<file path="src/rtl/mono_framebuffer_draw_engine_assert.svh">
// assertion macros for the draw engine
`ifndef MONO_FRAMEBUFFER_DRAW_ENGINE_ASSERT_SVH
`define MONO_FRAMEBUFFER_DRAW_ENGINE_ASSERT_SVH
`ifndef SYNTHESIS
`define MFD_ASSERT_IMP(label, clk, rst_n, a, c) \
    label: assert property (@(posedge clk) disable iff (!rst_n) (a) |-> (c)) \
        else $error("assertion failed");
`define MFD_ASSERT_NXT(label, clk, rst_n, a, c) \
    label: assert property (@(posedge clk) disable iff (!rst_n) (a) |=> (c)) \
        else $error("assertion failed");
`else
`define MFD_ASSERT_IMP(label, clk, rst_n, a, c)
`define MFD_ASSERT_NXT(label, clk, rst_n, a, c)
`endif
`endif

</file>
<file path="src/rtl/mfd_pkg.sv">
// ----------------------------------------------------------------------------
// mfd_pkg
// types, command codes and font table for the framebuffer draw engine
// ----------------------------------------------------------------------------
`default_nettype none
package mfd_pkg;
    localparam logic [2:0] CMD_CLEAR = 3'd0;
    localparam logic [2:0] CMD_PIXEL = 3'd1;
    localparam logic [2:0] CMD_LINE  = 3'd2;
    localparam logic [2:0] CMD_CHAR  = 3'd3;
    localparam logic [2:0] CMD_READ  = 3'd4;

    typedef struct packed {
        logic [2:0] command;
        logic [7:0] x_start;
        logic [7:0] y_start;
        logic [7:0] x_end;
        logic [7:0] y_end;
        logic       pixel_on;
        logic [7:0] char_code;
        logic [1:0] glyph_scale;
        logic [2:0] read_page;
        logic [6:0] read_column;
    } t_in;

    typedef struct packed {
        logic [7:0] read_data;
        logic       ignored;
    } t_out;

    // glyph columns for a code, lowercase folded, unknown shown as '?'
    function automatic logic [39:0] glyph_cols(input logic [7:0] code);
        logic [7:0] c;
        logic [39:0] g;
        c = code;
        if (c >= 8'h61 && c <= 8'h7A) c = c - 8'd32;
        case (c)
            8'h20: g = 40'h00_00_00_00_00;
            8'h2D: g = 40'h08_08_08_08_08;
            8'h2E: g = 40'h00_60_60_00_00;
            8'h2F: g = 40'h20_10_08_04_02;
            8'h3A: g = 40'h00_36_36_00_00;
            8'h30: g = 40'h3E_51_49_45_3E;
            8'h31: g = 40'h00_42_7F_40_00;
            8'h32: g = 40'h42_61_51_49_46;
            8'h33: g = 40'h21_41_45_4B_31;
            8'h34: g = 40'h18_14_12_7F_10;
            8'h35: g = 40'h27_45_45_45_39;
            8'h36: g = 40'h3C_4A_49_49_30;
            8'h37: g = 40'h01_71_09_05_03;
            8'h38: g = 40'h36_49_49_49_36;
            8'h39: g = 40'h06_49_49_29_1E;
            8'h41: g = 40'h7E_11_11_11_7E;
            8'h42: g = 40'h7F_49_49_49_36;
            8'h43: g = 40'h3E_41_41_41_22;
            8'h44: g = 40'h7F_41_41_22_1C;
            8'h45: g = 40'h7F_49_49_49_41;
            8'h46: g = 40'h7F_09_09_09_01;
            8'h47: g = 40'h3E_41_49_49_7A;
            8'h48: g = 40'h7F_08_08_08_7F;
            8'h49: g = 40'h00_41_7F_41_00;
            8'h4A: g = 40'h20_40_41_3F_01;
            8'h4B: g = 40'h7F_08_14_22_41;
            8'h4C: g = 40'h7F_40_40_40_40;
            8'h4D: g = 40'h7F_02_0C_02_7F;
            8'h4E: g = 40'h7F_04_08_10_7F;
            8'h4F: g = 40'h3E_41_41_41_3E;
            8'h50: g = 40'h7F_09_09_09_06;
            8'h51: g = 40'h3E_41_51_21_5E;
            8'h52: g = 40'h7F_09_19_29_46;
            8'h53: g = 40'h46_49_49_49_31;
            8'h54: g = 40'h01_01_7F_01_01;
            8'h55: g = 40'h3F_40_40_40_3F;
            8'h56: g = 40'h1F_20_40_20_1F;
            8'h57: g = 40'h3F_40_38_40_3F;
            8'h58: g = 40'h63_14_08_14_63;
            8'h59: g = 40'h07_08_70_08_07;
            8'h5A: g = 40'h61_51_49_45_43;
            default: g = 40'h02_01_51_09_06;
        endcase
        return g; // column 0 in bits 39:32
    endfunction
endpackage
`default_nettype wire

</file>
<file path="src/rtl/mfd_front.sv">
// ----------------------------------------------------------------------------
// mfd_front
// two-entry command queue between the input channel and the draw back end
// ----------------------------------------------------------------------------
`default_nettype none
module mfd_front (
    input  wire logic           i_clk,
    input  wire logic           i_rst_n,
    input  wire logic           i_valid,
    output logic                o_ready,
    input  wire mfd_pkg::t_in   i_data,
    output logic                o_valid,
    input  wire logic           i_ready,
    output mfd_pkg::t_in        o_data
);
    import mfd_pkg::*;

    t_in        r_mem [2];
    logic       r_wp, r_rp;
    logic [1:0] r_cnt;
    logic       w_push, w_pop;

    assign o_ready = (r_cnt != 2'd2);
    assign o_valid = (r_cnt != 2'd0);
    assign o_data  = r_mem[r_rp];
    assign w_push  = i_valid && o_ready;
    assign w_pop   = o_valid && i_ready;

    always_ff @(posedge i_clk) begin
        if (w_push) r_mem[r_wp] <= i_data;
    end

    always_ff @(posedge i_clk) begin
        if (!i_rst_n) begin
            r_wp  <= 1'b0;
            r_rp  <= 1'b0;
            r_cnt <= 2'd0;
        end else begin
            if (w_push) r_wp <= ~r_wp;
            if (w_pop) r_rp <= ~r_rp;
            r_cnt <= r_cnt + {1'b0, w_push} - {1'b0, w_pop};
        end
    end
endmodule
`default_nettype wire

</file>
<file path="config.mk">
export PLATFORM = sky130hd
export DESIGN_NAME = mfd_front
export DESIGN_NICKNAME = d
export VERILOG_FILES = /design/src/rtl/mono_framebuffer_draw_engine_assert.svh /design/src/rtl/mfd_pkg.sv /design/src/rtl/mfd_front.sv
export SDC_FILE = /design/constraint.sdc
export NUM_CORES = 1
export LEC_CHECK = 0
export ABC_CLOCK_PERIOD_IN_PS = 4900
export BUFFER_PORTS_ARGS = -buffer_cell sky130_fd_sc_hd__buf_2
export CORE_ASPECT_RATIO = 1.1
export CORE_MARGIN = 2
export CORE_UTILIZATION = 40
export DETAILED_ROUTE_END_ITERATION = 10
export GPL_TIMING_DRIVEN = 0
export PLACE_DENSITY = 0.63
export SLEW_MARGIN = 20
export SYNTH_ARGS = -nofsm -noshare
export SYNTH_HDL_FRONTEND = slang
export SYNTH_SLANG_ARGS = --single-unit
</file>
<file path="constraint.sdc">
create_clock -name i_clk -period 4.9 [get_ports i_clk]
set_input_delay 0.735 -clock i_clk [delete_from_list [all_inputs] [get_ports i_clk]]
set_output_delay 0.735 -clock i_clk [all_outputs]
set_load 0.005 [all_outputs]
</file>
==> results of run 1 <==
kinds of logic after synthesis:
family                     synth area share [%]
AOI/OAI and AO/OA                        0.1692
xor gates and xnor gates                 0.5920
adders and majority gates                0.5636
buffers and inverters                     1.465
DFF                                       78.02
muxes                                     17.81
and+or+nand+nor                           1.381
layer usage:
| metal | up-vias | global-route usage [%] | part of all wire, % |
|---|---|---|---|
| li1 | 1058 | - | - |
| met1 | 1093 | 14.50 | 41 |
| met2 | 78 | 21.00 | 51 |
| met3 | 9 | 5.578 | 6.5 |
| met4 | 0 | 6.036 | 1.5 |
| met5 | - | 0 | 0 |
path summary, 6_finish.rpt:
check / startpoint / end
hold reg to reg: r_wp$_SDFFE_PN0N_ / r_wp$_SDFFE_PN0N_
setup / recovery: flip-flop / o_data[15]
setup reg to reg: r_cnt[0]$_SDFF_PN0_ / r_cnt[1]$_SDFF_PN0_
hold / removal: i_data[28] / r_mem[1][28]$_DFFE_PP_
cells in the mapped netlist:
| cell type | count | share of area, % |
|---|---|---|
| mux2_2 | 16 | 4.1 |
| ha_1 | 2 | 0.56 |
| and3_1 | 1 | 0.14 |
| nand2b_1 | 2 | 0.28 |
| and2_1 | 2 | 0.28 |
| inv_1 | 1 | 0.084 |
| buf_2 | 1 | 0.11 |
| mux2i_1 | 1 | 0.23 |
| xnor2_1 | 3 | 0.59 |
| o21a_1 | 1 | 0.17 |
| or2_2 | 1 | 0.14 |
| nor2b_1 | 2 | 0.28 |
| buf_6 | 5 | 1.3 |
| mux2_4 | 40 | 14 |
| dfxtp_1 | 5 | 2.3 |
| nor2_1 | 1 | 0.084 |
| edfxtp_1 | 112 | 76 |
| nand2_1 | 2 | 0.17 |
metrics by stage:
stage               worst slack [ns]  hold WS (ns)  total power, uW  cell area [um^2]
floorplan                      1.256        0.4549             1757              4439
global placement             -0.3057        0.4670             2004              5209
detailed placement             2.903        0.5368             2032              5289
CTS                            2.567        0.5071             3154              5822
global route                   2.537        0.5052             3254              5822
finish                         2.612        0.5220             3105              5822
report_power, final:
group | total, uW | leakage [uW] | internal, uW | switching, uW
clock network | 1110 | 0.000259 | 736 | 376
registers | 1300 | 0.00109 | 1260 | 37.0
logic | 698 | 0.000935 | 395 | 303
total | 3110 | 0.00228 | 2390 | 716
state kept, by name (all words and copies together) (netlist names), named ones only:
signal / cells
r_wp: 1
r_cnt: 2
r_rp: 1
r_mem: 112
layout make-up:
class / instances / area [um^2]
fill: 895 / 5039
sequential: 117 / 3463
buffer: 6 / 61.31
timing repair buffer: 120 / 653.1
inverter: 1 / 3.754
multi-input combinational: 74 / 923.4
tap: 147 / 183.9
clock buffer: 24 / 451.7
clock inverter: 7 / 81.33
worst register-to-register path: cells and delay by family (launching register included):
family                     cells  cell delay, ns
adders and majority gates      2            0.48
and+or+nand+nor                3            0.47
DFF                            1            0.37
xor gates and xnor gates       2            0.26
buffers and inverters          1            0.04
==> impl_metrics.tcl, run 1 <==
set metrics [dict create \
    antenna_cells 0 \
    clock_latency_ns 0.40 \
    grt_first_pass_wirelength_mm 11.36 \
    antenna_found_initial 0 \
    powerDensity_nw_per_um2 533.4 \
    worstPathMaxFanout 10 \
    timing.final.crit_share_pct 46.69 \
    min_path_cells 1 \
    setup_viol 0 \
    rrSetupSlack_ns 3.17 \
    drtAntennaViolNets 0 \
    post_cts_resized 0 \
    wl_per_cell_um 14.53 \
    portBuffers 117 \
    path_buf_inv 3 \
    synth.distinct_cells 18 \
    cts_hold_buf 0 \
    path_depth 4 \
    dr.pass1.iters 4 \
    clockBufferDepth 2 \
    tns_ns 0 \
    relSlewSlack_pct 66.87 \
    cts_buffers 17 \
    fmax_ghz 0.4371 \
    fp.dieW_um 104.4 \
    overflow 0 \
    synth_seq_cells 117 \
    tightest_slew_ns 0.4957 \
    syn_inst 198 \
    cts_max_level 4 \
    cp_common_cell "buf_6" \
    area_delta_synth_final_pct 31.14 \
    final_cell_mix "buf_2, edfxtp_1, mux2_4, clkbuf_16, mux2_2" \
    viasPerCell 4.512 \
    placed_cells 465 \
    hp-class "input port to flip-flop" \
    ys_seq_area_share_pct 78.02 \
    die_y_um 114.5 \
    drt-total-wl_mm 7.209 \
    hpwl_mm 4.689 \
    ff2ff_path_depth 8 \
    cts-root-buf "clkbuf_16" \
    cts_sinks 117 \
    grt_pass1_vias 2353 \
    netlist_area_um2 4439 \
    startpoint_type "flip-flop" \
    skew_ns 0.01031 \
    ir_drop_v 0.0002293 \
    cts_tree "done" \
    grt_max_degree 30 \
    globalplace.congestion 0.6689 \
    min_period_ns 2.288 \
    drt_iter0_markers 81 \
    synth.avg_cell_area_um2 22.42 \
    end_kind "output port" \
    crit_required_ns 4.16 \
    crit_path_top_delay_cell "dfxtp_1" \
    path_delay_family "buffers and inverters" \
    final_cells 496 \
    vias 2238 \
    num_io_pins 118 \
    synthesis.nets 260 \
    final_layout_size_suffix_gt1_share_pct 59.03 \
    status "finished clean" \
    initial_utilization_pct 40.88 \
    mostFrequentLayoutCell "buf_2" \
    path_clk_slew_ns 0.05 \
    final_util_pct 53.61 \
    dieArea_um2 11960 \
    rsz0062_at_grt "false" \
    final_nets 399 \
    rows 40 \
    cts_setup_buffers 0 \
    finalHoldViolations 0 \
    crit_type "flip-flop to output port" \
    crit_chain "buf_6, buf_6, mux2_4, buf_2" \
    power_leakage_uw 0.002281 \
    core_area_um2 10860 \
    synth_warnings 0 \
    slowest_delay_ns 0.33 \
    post-route-drc-count 0 \
    drv_slew 0 \
    track_usage_pct 12.81 \
    maxCapViolCount 0 \
    cp.arrival_ns 1.55 \
]
(Power assumes the default switching activity.)
==> inputs of run 2 (changes only) <==
--- a/config.mk
+++ b/config.mk
@@ -5,14 +5,15 @@
 export SDC_FILE = /design/constraint.sdc
 export NUM_CORES = 1
 export LEC_CHECK = 0
-export ABC_CLOCK_PERIOD_IN_PS = 4900
+export ABC_AREA = 1
+export ABC_CLOCK_PERIOD_IN_PS = 2100
 export BUFFER_PORTS_ARGS = -buffer_cell sky130_fd_sc_hd__buf_2
 export CORE_ASPECT_RATIO = 1.1
 export CORE_MARGIN = 2
 export CORE_UTILIZATION = 40
 export DETAILED_ROUTE_END_ITERATION = 10
 export GPL_TIMING_DRIVEN = 0
-export PLACE_DENSITY = 0.63
+export PLACE_DENSITY = 0.66
 export SLEW_MARGIN = 20
 export SYNTH_ARGS = -nofsm -noshare
 export SYNTH_HDL_FRONTEND = slang
==> constraint.sdc (replaced) <==
create_clock -name i_clk -period 2.1 [get_ports i_clk]
set_input_delay 0.315 -clock i_clk [delete_from_list [all_inputs] [get_ports i_clk]]
set_output_delay 0.315 -clock i_clk [all_outputs]
set_load 0.005 [all_outputs]
==> run 2 against run 1 <==
  * Non-clock buffer count increased by 1
  * Critical path depth did not move
  * Final cell count grew 2.8%
==> impl_metrics.tcl, run 2 <==
set metrics [dict create \
    final_nets 412 \
    grt_pass1_vias 2417 \
    die_y_um 114.6 \
    cp_common_cell "buf_6" \
    crit_path_top_delay_cell "dfxtp_1" \
    cp.arrival_ns 1.55 \
    powerDensity_nw_per_um2 1225 \
    min_period_ns 1.869 \
    cts_buffers 17 \
    end_kind "output port" \
    startpoint_type "flip-flop" \
    timing.final.crit_share_pct 88.99 \
    skew_ns 0.006259 \
    clock_latency_ns 0.40 \
    final_layout_size_suffix_gt1_share_pct 58.29 \
    crit_type "flip-flop to output port" \
    crit_required_ns 1.78 \
    hold_end "r_mem[1][51]$_DFFE_PP_" \
    cts_hold_buf 0 \
    ir_drop_v 0.0005606 \
    maxCapViolCount 0 \
    synth.avg_cell_area_um2 21.17 \
    slowest_delay_ns 0.33 \
    tightest_slew_ns 0.5530 \
    crit_chain "buf_6, buf_6, mux2_4, buf_2" \
    antenna_found_initial 1 \
    rsz0062_at_grt "false" \
    synth_edf_count 112 \
    mostFrequentLayoutCell "buf_2" \
    power_leakage_uw 0.002323 \
    clockBufferDepth 2 \
    fin_hold_ws_ns 0.1041 \
    finalPower_uw 7181 \
    reg2reg_from "r_cnt[0]$_SDFF_PN0_" \
    r2r-end "r_mem[0][2]$_DFFE_PP_" \
    final_cell_mix "buf_2, edfxtp_1, mux2_4, clkbuf_16, mux2_2" \
    reg.largest.list "r_mem x112, r_cnt x2" \
    synth_warnings 0 \
    num_io_pins 118 \
    initial_utilization_pct 40.93 \
    portBuffers 117 \
    synthFlopType "edfxtp_1" \
    drv_slew 0 \
    synth.distinct_cells 12 \
    overflow 0 \
    fmax_ghz 0.5351 \
    rrSetupSlack_ns 0.44 \
    drtAntennaViolNets 0 \
    placed_cells 478 \
    ff2ff_path_depth 5 \
    syn_inst 210 \
    hp-class "input port to flip-flop" \
    rows 40 \
    vias 2305 \
    synthesis.nets 272 \
    post_cts_resized 0 \
    n_fill_cell 900 \
    core_area_um2 10860 \
    dp_slack_ns 0.4055 \
    worst_slack_ns 0.2313 \
    setup_viol 0 \
    netlist_area_um2 4446 \
    viasPerCell 4.520 \
    status "finished clean" \
    min_path_cells 1 \
    synth_seq_cells 117 \
    largest-register "r_mem" \
    hpwl_mm 4.996 \
    drt_iter0_markers 86 \
    final_cells 510 \
    dr.pass1.iters 4 \
    cts_max_level 4 \
    track_usage_pct 12.86 \
    cts_setup_buffers 0 \
    post-route-drc-count 0 \
    synth_common_cells "edfxtp_1, mux2_4, mux2_2, nand2_1, nor2_1" \
    yosysMostFrequentCell "edfxtp_1" \
    dieArea_um2 11970 \
    ys_async_sr_fraction_pct 0 \
    synth.area.top_cells "edfxtp_1, mux2_4, mux2_2, dfxtp_1, buf_6" \
    finalHoldViolations 0 \
    largest_register_ff_count 112 \
    grt_max_degree 24 \
    worstPathMaxFanout 10 \
    min-delay-start "i_data[51]" \
    wl_per_cell_um 14.31 \
    cts_tree "done" \
    relSlewSlack_pct 63.05 \
    path_clk_slew_ns 0.05 \
    fp.dieW_um 104.5 \
    globalplace.congestion 0.6614 \
    grt_first_pass_wirelength_mm 11.44 \
    netlist.area_leader.share_pct 75.65 \
    cts-root-buf "clkbuf_16" \
    synth_largest_area_cell "edfxtp_1" \
    drt-total-wl_mm 7.299 \
    area_delta_synth_final_pct 31.86 \
    cts_sinks 117 \
    ys_seq_area_share_pct 77.91 \
]
-- run 2: cell count changes after synthesis, sizes merged, moves of 2 or more --
cell and change:
a21oi +2, nor2 +7, xnor2 -3, inv +6
and2 -2, nor2b -2, nand3 +3, nand2b -2
nand2 +7
-- run 2: cell families after synthesis --
family | Yosys count | share of synthesized area [%]
compound gates | 2 | 0.2252
fa+ha+maj | 2 | 0.5628
buf+inv | 13 | 1.970
flops | 117 | 77.91
mux | 56 | 17.56
simple gates | 20 | 1.773
-- run 2: area by class of cell --
class	instances	area (um^2)	area share, %
buffer	6	61.31	1.046
multi-input combinational	80	902.1	15.39
clock buffer	19	432.9	7.385
timing repair buffer	121	695.7	11.87
clock inverter	12	90.09	1.537
sequential	117	3463	59.08
antenna	1	2.502	0.04269
tap	147	183.9	3.138
inverter	7	30.03	0.5123
-- run 2: worst max-delay path, delay by kind of cell (launching register included) --
kind,cells,cell delay (ns)
buffers and inverters,3,0.52
DFF,1,0.33
muxes,1,0.31
-- run 2: power breakdown --
part           internal, uW  switching (uW)
sequential             2960            87.4
combinational           902             730
clock                  1590             914
-- run 2: routing by layer --
metal | vias to the layer above | wire length [um] | GRT usage, % | part of all wire [%]
li1 | 1099 | - | - | -
met1 | 1122 | 3000 | 14.29 | 41
met2 | 76 | 3672 | 21.35 | 50
met3 | 8 | 545 | 6.261 | 7.5
met4 | 0 | 81 | 5.135 | 1.1
met5 | - | 0 | 0 | 0
-- run 2: how the worst max path moves through the flow --
stage | slack, ns | end | depth (start not counted)
2_1_floorplan | 0.24 | r_mem[0][0]$_DFFE_PP_ | 4
3_3_place_gp | -0.27 | r_mem[0][31]$_DFFE_PP_ | 4
3_5_place_dp | 0.41 | r_mem[0][25]$_DFFE_PP_ | 5
4_1_cts | 0.19 | o_data[54] | 4
5_1_grt | 0.14 | o_data[35] | 4
6_report | 0.23 | o_data[41] | 4
-- run 2: stage by stage --
stage	instance area (um^2)	TNS [ns]	utilization, %
final	5862	0	53.97
after global routing	5859	0	53.95
after CTS	5859	0	53.95
after detailed placement	5336	0	49.14
after global placement	5226	-29.29	48.12
after floorplan	4457	0	-
==> inputs of run 3 (changes only) <==
--- a/config.mk
+++ b/config.mk
@@ -8,7 +8,7 @@
 export ABC_AREA = 1
 export ABC_CLOCK_PERIOD_IN_PS = 2100
 export BUFFER_PORTS_ARGS = -buffer_cell sky130_fd_sc_hd__buf_2
-export CORE_ASPECT_RATIO = 1.1
+export CORE_ASPECT_RATIO = 1.5
 export CORE_MARGIN = 2
 export CORE_UTILIZATION = 40
 export DETAILED_ROUTE_END_ITERATION = 10
==> run 3 against run 2 <==
  * Wire length increased by 4.9%
  * Setup slack better by 0.0020 ns
  * Fmax up 0.11%
  * Sequential share of layout area shrank 0.98 points
  * Critical endpoint is now o_data[52]
  * Core utilization is 0.52 points higher
  * Register-to-register slack worse by 0.09 ns
  * Design area up 1.7%
  * Critical path depth did not move
  * Critical path type unchanged
==> impl_metrics.tcl, run 3 (same netlist as run 2, synthesis figures left out) <==
set metrics [dict create \
    status "finished clean" \
    hp-class "input port to flip-flop" \
    largest-register "r_mem" \
    drt_iter0_markers 86 \
    end_kind "output port" \
    power_leakage_uw 0.002367 \
    startpoint_type "flip-flop" \
    wl_per_cell_um 15.05 \
    core_area_um2 10940 \
    reg.largest.list "r_mem x112, r_cnt x2" \
    crit_chain "buf_6, buf_6, mux2_4, buf_2" \
    cp.arrival_ns 1.55 \
    finalHoldViolations 0 \
    cts_hold_buf 0 \
    cts-root-buf "clkbuf_16" \
    globalplace.congestion 0.6738 \
    crit_required_ns 1.78 \
    final_layout_size_suffix_gt1_share_pct 57.73 \
    dr.pass1.iters 4 \
    cts_tree "done" \
    cts_max_level 4 \
    antenna_found_initial 1 \
    cts_buffers 17 \
    cts_sinks 117 \
    mostFrequentLayoutCell "buf_2" \
    crit_type "flip-flop to output port" \
    rows 47 \
    slowest_delay_ns 0.33 \
    grt_max_degree 26 \
    worstPathMaxFanout 10 \
    drv_slew 0 \
    maxCapViolCount 0 \
    num_io_pins 118 \
    clockBufferDepth 2 \
    rsz0062_at_grt "false" \
    dieArea_um2 11990 \
    clock_latency_ns 0.40 \
    powerDensity_nw_per_um2 1303 \
    grt_first_pass_wirelength_mm 12.08 \
    path_clk_slew_ns 0.05 \
    area_delta_synth_final_pct 34.08 \
    overflow 0 \
    hpwl_mm 5.298 \
    die_y_um 133.1 \
    min_period_ns 1.867 \
    final_nets 412 \
    cts_setup_buffers 0 \
    post_cts_resized 0 \
    final_cell_mix "buf_2, edfxtp_1, mux2_4, clkbuf_16, mux2_2" \
    drtAntennaViolNets 0 \
    viasPerCell 4.570 \
    setup_viol 0 \
    ir_drop_v 0.0006357 \
    post-route-drc-count 0 \
    relSlewSlack_pct 73.34 \
    portBuffers 117 \
    drt-total-wl_mm 7.658 \
    antenna_cells 0 \
    fmax_ghz 0.5357 \
    tightest_slew_ns 0.3990 \
    grt_pass1_vias 2508 \
    fin_hold_ws_ns 0.1065 \
    fp.dieW_um 90.08 \
    timing.final.crit_share_pct 88.89 \
    largest_register_ff_count 112 \
    cp_common_cell "buf_6" \
    initial_utilization_pct 40.64 \
    skew_ns 0.007702 \
    track_usage_pct 13.33 \
    crit_path_top_delay_cell "dfxtp_1" \
    vias 2326 \
    finalPower_uw 7767 \
]
## run 3: changes by cell type in the layout (fill, tap and decap cells not counted), sizes merged
cell / delta
bufinv: +5
diode: -1
clkinvlp: -1
clkbuf: -2
clkinv: -2
## run 3: worst max-delay path, delay by kind of cell (launching register included)
kind / cells / cell delay [ns]
flip-flops: 1 / 0.33
multiplexers: 1 / 0.31
buffers and inverters: 3 / 0.51
## run 3: worst paths after layout
path                        from                endpoint  slack (ns)  cells past startpoint
max                    flip-flop              o_data[52]        0.23                      4
min                   i_data[39]  r_mem[0][39]$_DFFE_PP_        0.11                      1
max reg2reg  r_cnt[0]$_SDFF_PN0_  r_mem[1][17]$_DFFE_PP_        0.35                      6
min reg2reg    r_rp$_SDFFE_PN0P_               flip-flop        0.50                      2
## run 3: metal layers
layer	wire length [um]	track usage, %
met2	4162	23.06
met3	349	4.412
met5	13	0
met1	2905	14.30
met4	226	7.436
## run 3: stage by stage
step	setup slack [ns]	instances	utilization [%]	instance area (um^2)	TNS [ns]
final	0.2333	509	54.50	5961	0
after floorplan	0.2430	210	-	4457	0
after CTS	0.1809	509	54.50	5961	0
after global routing	0.1512	509	54.50	5961	0
after detailed placement	0.3289	478	48.65	5321	0
after global placement	-0.2457	474	47.78	5226	-26.26
## run 3: power by group
group	internal, uW	switching (uW)
registers	2960	92.5
clock network	2180	907
logic	891	735
## run 3: area by class of cell
cell class / instances / area, um^2
plain buffers: 6 / 61.31
flip-flops and latches: 117 / 3463
well taps: 147 / 183.9
clock inverters: 14 / 214.0
clock buffers: 17 / 425.4
multi-input cells: 80 / 902.1
fillers: 913 / 4977
inverters: 7 / 30.03
repair buffers: 121 / 680.7
